`src/hw/rtl/cst_pkg.sv`:
```
// Shared constants and scan record type for the coalescing signal table.
package cst_pkg;

    localparam int TABLE_DEPTH_DEF = 16;

    localparam logic [1:0] OP_INSERT      = 2'd0;
    localparam logic [1:0] OP_EXTRACT     = 2'd1;
    localparam logic [1:0] OP_SYS_EXTRACT = 2'd2;

    localparam logic [2:0] CODE_FREE   = 3'd0;
    localparam logic [2:0] CODE_SYSTEM = 3'h1;

    localparam logic [15:0] COUNT_MAX = 16'hFFFF;

    localparam logic [1:0] ST_OK   = 2'd0;
    localparam logic [1:0] ST_FULL = 2'd1;
    localparam logic [1:0] ST_NONE = 2'd2;

    localparam logic [6:0] LIMIT_RESET = 7'd64;

    typedef struct packed {
        logic        valid;
        logic [1:0]  opcode;
        logic [2:0]  code;
        logic [31:0] sender;
        logic [5:0]  signo;
        logic [31:0] payload;
        logic        filter_enable;
        logic [63:0] filter_mask;
        logic [6:0]  best;
        logic        hit;
        logic [2:0]  hit_code;
        logic [31:0] hit_sender;
        logic [5:0]  hit_signo;
        logic [31:0] hit_payload;
        logic [15:0] hit_count;
    } scan_t;

endpackage

```
`src/hw/rtl/cst_cell.sv`:
```
// One table entry with its stage of the scan chain.
module cst_cell #(
    parameter int TABLE_DEPTH = cst_pkg::TABLE_DEPTH_DEF,
    parameter int CELL_INDEX  = 0,
    parameter int IDX_W       = (TABLE_DEPTH > 1) ? $clog2(TABLE_DEPTH) : 1
) (
    input  logic                clk,
    input  logic                rst_n,
    input  cst_pkg::scan_t      scan_in,
    input  logic [IDX_W-1:0]    pos_in,
    output cst_pkg::scan_t      scan_out,
    output logic [IDX_W-1:0]    pos_out,
    input  logic                commit_valid,
    input  logic [IDX_W-1:0]    commit_pos
);
    import cst_pkg::*;

    localparam logic [IDX_W-1:0] MY_INDEX = IDX_W'(CELL_INDEX);

    logic [2:0]       code_reg, code_next;
    logic [31:0]      sender_reg, sender_next;
    logic [5:0]       signo_reg, signo_next;
    logic [31:0]      payload_reg, payload_next;
    logic [15:0]      count_reg, count_next;
    scan_t            scan_reg, scan_next;
    logic [IDX_W-1:0] pos_reg, pos_next;
    logic             ordinary;
    logic             allowed;

    assign ordinary = (code_reg != CODE_FREE) && (code_reg != CODE_SYSTEM);
    assign allowed  = !scan_in.filter_enable ||
                      ((signo_reg != 6'd0) && scan_in.filter_mask[signo_reg - 6'd1]);

    always_comb
    begin
        code_next    = code_reg;
        sender_next  = sender_reg;
        signo_next   = signo_reg;
        payload_next = payload_reg;
        count_next   = count_reg;
        scan_next    = scan_in;
        pos_next     = pos_in;

        if (scan_in.valid) begin
            case (scan_in.opcode)
                OP_INSERT:
                begin
                    if (!scan_in.hit) begin
                        if (code_reg == CODE_FREE) begin
                            code_next     = scan_in.code;
                            sender_next   = scan_in.sender;
                            signo_next    = scan_in.signo;
                            payload_next  = scan_in.payload;
                            count_next    = 16'd1;
                            scan_next.hit = 1'b1;
                        end else if ((code_reg == scan_in.code) &&
                                     (sender_reg == scan_in.sender) &&
                                     (signo_reg == scan_in.signo)) begin
                            if (count_reg != COUNT_MAX) begin
                                count_next = count_reg + 16'd1;
                            end
                            scan_next.hit = 1'b1;
                        end
                    end
                end
                OP_EXTRACT:
                begin
                    if (ordinary && ({1'b0, signo_reg} < scan_in.best) && allowed) begin
                        scan_next.best        = {1'b0, signo_reg};
                        scan_next.hit         = 1'b1;
                        scan_next.hit_code    = code_reg;
                        scan_next.hit_sender  = sender_reg;
                        scan_next.hit_signo   = signo_reg;
                        scan_next.hit_payload = payload_reg;
                        scan_next.hit_count   = count_reg;
                        pos_next              = MY_INDEX;
                    end
                end
                OP_SYS_EXTRACT:
                begin
                    if ((code_reg == CODE_SYSTEM) && (signo_reg == scan_in.signo)) begin
                        scan_next.hit         = 1'b1;
                        scan_next.hit_code    = code_reg;
                        scan_next.hit_sender  = sender_reg;
                        scan_next.hit_signo   = signo_reg;
                        scan_next.hit_payload = payload_reg;
                        scan_next.hit_count   = count_reg;
                        pos_next              = MY_INDEX;
                    end
                end
                default:
                begin
                end
            endcase
        end

        // retire one pending instance of the selected entry
        if (commit_valid && (commit_pos == MY_INDEX)) begin
            if (count_reg <= 16'd1) begin
                count_next = 16'd0;
                code_next  = CODE_FREE;
            end else begin
                count_next = count_reg - 16'd1;
            end
        end
    end

    always_ff @(posedge clk or negedge rst_n)
    begin
        if (!rst_n) begin
            code_reg <= CODE_FREE;
            scan_reg <= '0;
        end else begin
            code_reg <= code_next;
            scan_reg <= scan_next;
        end
    end

    always_ff @(posedge clk)
    begin
        sender_reg  <= sender_next;
        signo_reg   <= signo_next;
        payload_reg <= payload_next;
        count_reg   <= count_next;
        pos_reg     <= pos_next;
    end

    assign scan_out = scan_reg;
    assign pos_out  = pos_reg;

endmodule

```
`config.mk`:
```
export PLATFORM = sky130hd
export DESIGN_NAME = cst_cell
export DESIGN_NICKNAME = d
export VERILOG_FILES = /design/src/hw/rtl/cst_pkg.sv /design/src/hw/rtl/cst_cell.sv
export SDC_FILE = /design/constraint.sdc
export NUM_CORES = 1
export LEC_CHECK = 0
export BUFFER_PORTS_ARGS = -buffer_cell sky130_fd_sc_hd__buf_2
export CAP_MARGIN = 15
export CORE_AREA = 2 2 192 194
export CTS_CLUSTER_DIAMETER = 150
export DETAILED_ROUTE_END_ITERATION = 10
export DIE_AREA = 0 0 194 196
export GPL_TIMING_DRIVEN = 1
export PLACE_DENSITY = 0.77
export SLEW_MARGIN = 0
export SYNTH_ARGS = -nofsm -noshare
export SYNTH_HDL_FRONTEND = slang
export SYNTH_SLANG_ARGS = --single-unit
```
`constraint.sdc`:
```
create_clock -name clk -period 4.57 [get_ports clk]
set_input_delay 0.2285 -clock clk [delete_from_list [all_inputs] [get_ports clk]]
set_output_delay 0.2285 -clock clk [all_outputs]
set_load 0.02 [all_outputs]
```
==> reports/metrics.cfg <==
[outcome]
status = finished clean

[timing]
fmax_mhz = 236
slew_headroom_pct = 21.4
fin_skew_ns = 0.0245
worst_pin_slew_ns = 1.18
timing.final.crit_share_pct = 92.8
tns_ns = 0
setup_viol = 0
finalHoldViolCount = 0
rsz0062_at_grt = no
whs_ns = 0.0294
min_period_ns = 4.24
drv_slew = 0

[clock_tree]
path_clk_slew_ns = 0.06
postCtsHoldBufs = 241
worstSkewPairLatency_ns = 0.55
cts_tree = yes
h-tree-depth = 2
cts_num_sinks = 331
cts_made_buffers = 37
cts_repair_resize_count = 0
clock_path_buffers = 3
postCtsSetupRepairBufs = 0
clock-root-buffer = clkbuf_16

[logic_synthesis]
synth_top_cell_area_share_pct = 39.3
synth_area_mm2 = 0.0154
yosys_warnings = 0
seq_area_frac_synth_pct = 56.6
avgSynthCellArea_um2 = 12.0
synth_enable_flop_cells = 86
synthTopCellsByArea = dfrtp_1 39%, edfxtp_1 17%, mux2i_1 5.8%, a311o_1 5.6%, o31ai_1 4.2%
synth_flop_cell = dfrtp_1
synth_area_leader_cell = dfrtp_1
async_flop_share_pct = 72.8
syn_inst = 1282
syn_nets = 1544
synth_seq_cells = 331
synth.distinct_cells = 61

[power]
p_int_mw = 5.63
leakagePower_nw = 9.80
switching_share_pct = 30.0
power_density_mw_per_mm2 = 372
vdd.ir_drop.worst_uv = 316
pwr-share-seq_pct = 41.3
p_sw_mw = 2.42
combPwrFrac_pct = 20.3
clock_power_share_pct = 38.3

[worst_setup_path]
cp.arrival_ns = 4.64
critPathRequiredTime_ns = 4.97
path_class = reg2reg
startpoint_type = flop
endpoint = scan_out[19]$_DFF_PN0_
crit_family = simple AND/OR/NAND/NOR gates
critical-path-max-stage-delay_ns = 0.79
crit_path_end_kind = flop
path_buf_inv = 2
worst-r2r-setup-slack_ns = 0.33
crit_cells = 10
r2r_cells = 10
critPathLaunch = signo_reg[1]$_DFFE_PP_
worstPathCellList = inv_1 -> ha_1 -> mux4_2 -> mux2_2 -> a211oi_1 -> nor4_1 -> o221ai_4 -> or2_4 -> buf_4 -> a311o_1
r2r_end = scan_out[19]$_DFF_PN0_
critPathSlowestCell = ha_1
crit_path_max_fanout = 26
r2r-start = signo_reg[1]$_DFFE_PP_

[drt]
drtPass1Iterations = 6
antenna_left = 0
initialDrtViolationCount = 1166
routedWlPerCell_um = 23.4
vias_per_cell = 5.86
vias = 14354
wirelength_um = 57200
drc = 0

[place]
port_buffers = 490
finalWeightedCongestion = 0.874
placedInstanceArea_mm2 = 0.0179
dp_hpwl_um = 34600

[floorplanning]
die-area_mm2 = 0.0380
dieWidth_um = 194
core_mm2 = 0.0361
rows = 70
ios = 491
initial_utilization_pct = 42.6
die_height_um = 196

[grt]
grt_pass1_wl_um = 86900
use_met1_pct = 35.2
grt_use_met3_pct = 5.76
grt_max_degree = 181
grt_pass1_vias = 14937
use_met2_pct = 49.7
top_usage_layer = met2
grt.overflow.total = 0
grt_util_all_layers_pct = 29.2
antenna_found_initial = 7

[worst_hold_path]
min_path_type = in2reg

[finish]
final_common_cell = buf_2
nNetsFinal = 2206
final_core_util_pct = 59.9
final_cell_area_mm2 = 0.0216
area_growth_pct = 40.7
largest_reg_flops = 238
mostFrequentLayoutCells = 489 x buf_2, 241 x dfrtp_1, 241 x dlygate4sd3_1, 112 x nand2_1, 101 x nand3_1
drive_above_1_share_pct = 30.4

[run]
maxCapViolations = 0

-- final cells by class --
cell class              count  area [µm²]
multi-input cells         810        5910
clock buffers              56        1180
clock inverters            11        70.1
flip-flops and latches    331        8690
diodes                      9        22.5
fillers                  2717       14500
repair buffers            748        5080
well taps                 468         586
inverters                  16        61.3
-- power by group through the flow --
stage          combinational, mW  clock [mW]  sequential [mW]
2_1_floorplan              0.661           0             3.55
3_3_place_gp                1.38           0             3.37
3_5_place_dp                1.42           0             3.37
4_1_cts                     1.60        3.11             3.32
5_1_grt                     1.73        3.23             3.34
6_report                    1.64        3.08             3.33
-- worst min path at each step --
| stage | start | end | slack, ns | depth (start not counted) |
|---|---|---|---|---|
| after CTS | scan_in[35] | scan_out[35]$_DFF_PN0_ | 0.0005 | 2 |
| final | scan_in[35] | scan_out[35]$_DFF_PN0_ | 0.03 | 2 |
| after detailed placement | rst_n | scan_out[65]$_DFF_PN0_ | 0.27 | 1 |
| after global routing | scan_in[35] | scan_out[35]$_DFF_PN0_ | 0.03 | 2 |
| after global placement | rst_n | scan_out[65]$_DFF_PN0_ | 0.26 | 1 |
| after floorplan | rst_n | code_reg[0]$_DFF_PN0_ | -0.07 | 0 |
-- Yosys cell counts, types with 13 or more instances --
cell type  instances
edfxtp_1          86
mux4_2            15
a311o_1           86
buf_2             21
nand3_1          102
ha_1              13
nor2_1            30
dfrtp_1          241
mux2i_1           89
o31ai_1           86
nand2_1          113
a21oi_1           21
xnor2_1           24
clkbuf_1          80
xor2_1            24
inv_1             15
nor3_1            98
-- per-stage QoR --
stage / total power, mW / worst slack (ns) / instances
2_1_floorplan: 4.21 / 0.131 / 1282
3_3_place_gp: 4.75 / 0.565 / 2131
3_5_place_dp: 4.80 / 0.531 / 2131
4_1_cts: 8.03 / 0.511 / 2439
5_1_grt: 8.30 / 0.140 / 2444
6_report: 8.05 / 0.330 / 2449
-- layer usage --
layer	vias up	routed length (µm)
li1	6161	-
met1	7113	21300
met2	881	28500
met3	195	4370
met4	4	3060
met5	-	25
-- cell families after synthesis --
| logic type | count (synthesis) | share of synthesized area, % |
|---|---|---|
| compound gates | 249 | 13.2 |
| xor+xnor | 49 | 2.92 |
| fa+ha+maj | 13 | 1.06 |
| buf+inv | 141 | 5.27 |
| flops | 331 | 56.6 |
| mux | 113 | 8.86 |
| simple gates | 386 | 12.0 |
Note: power is estimated with default switching activity, not from simulation.
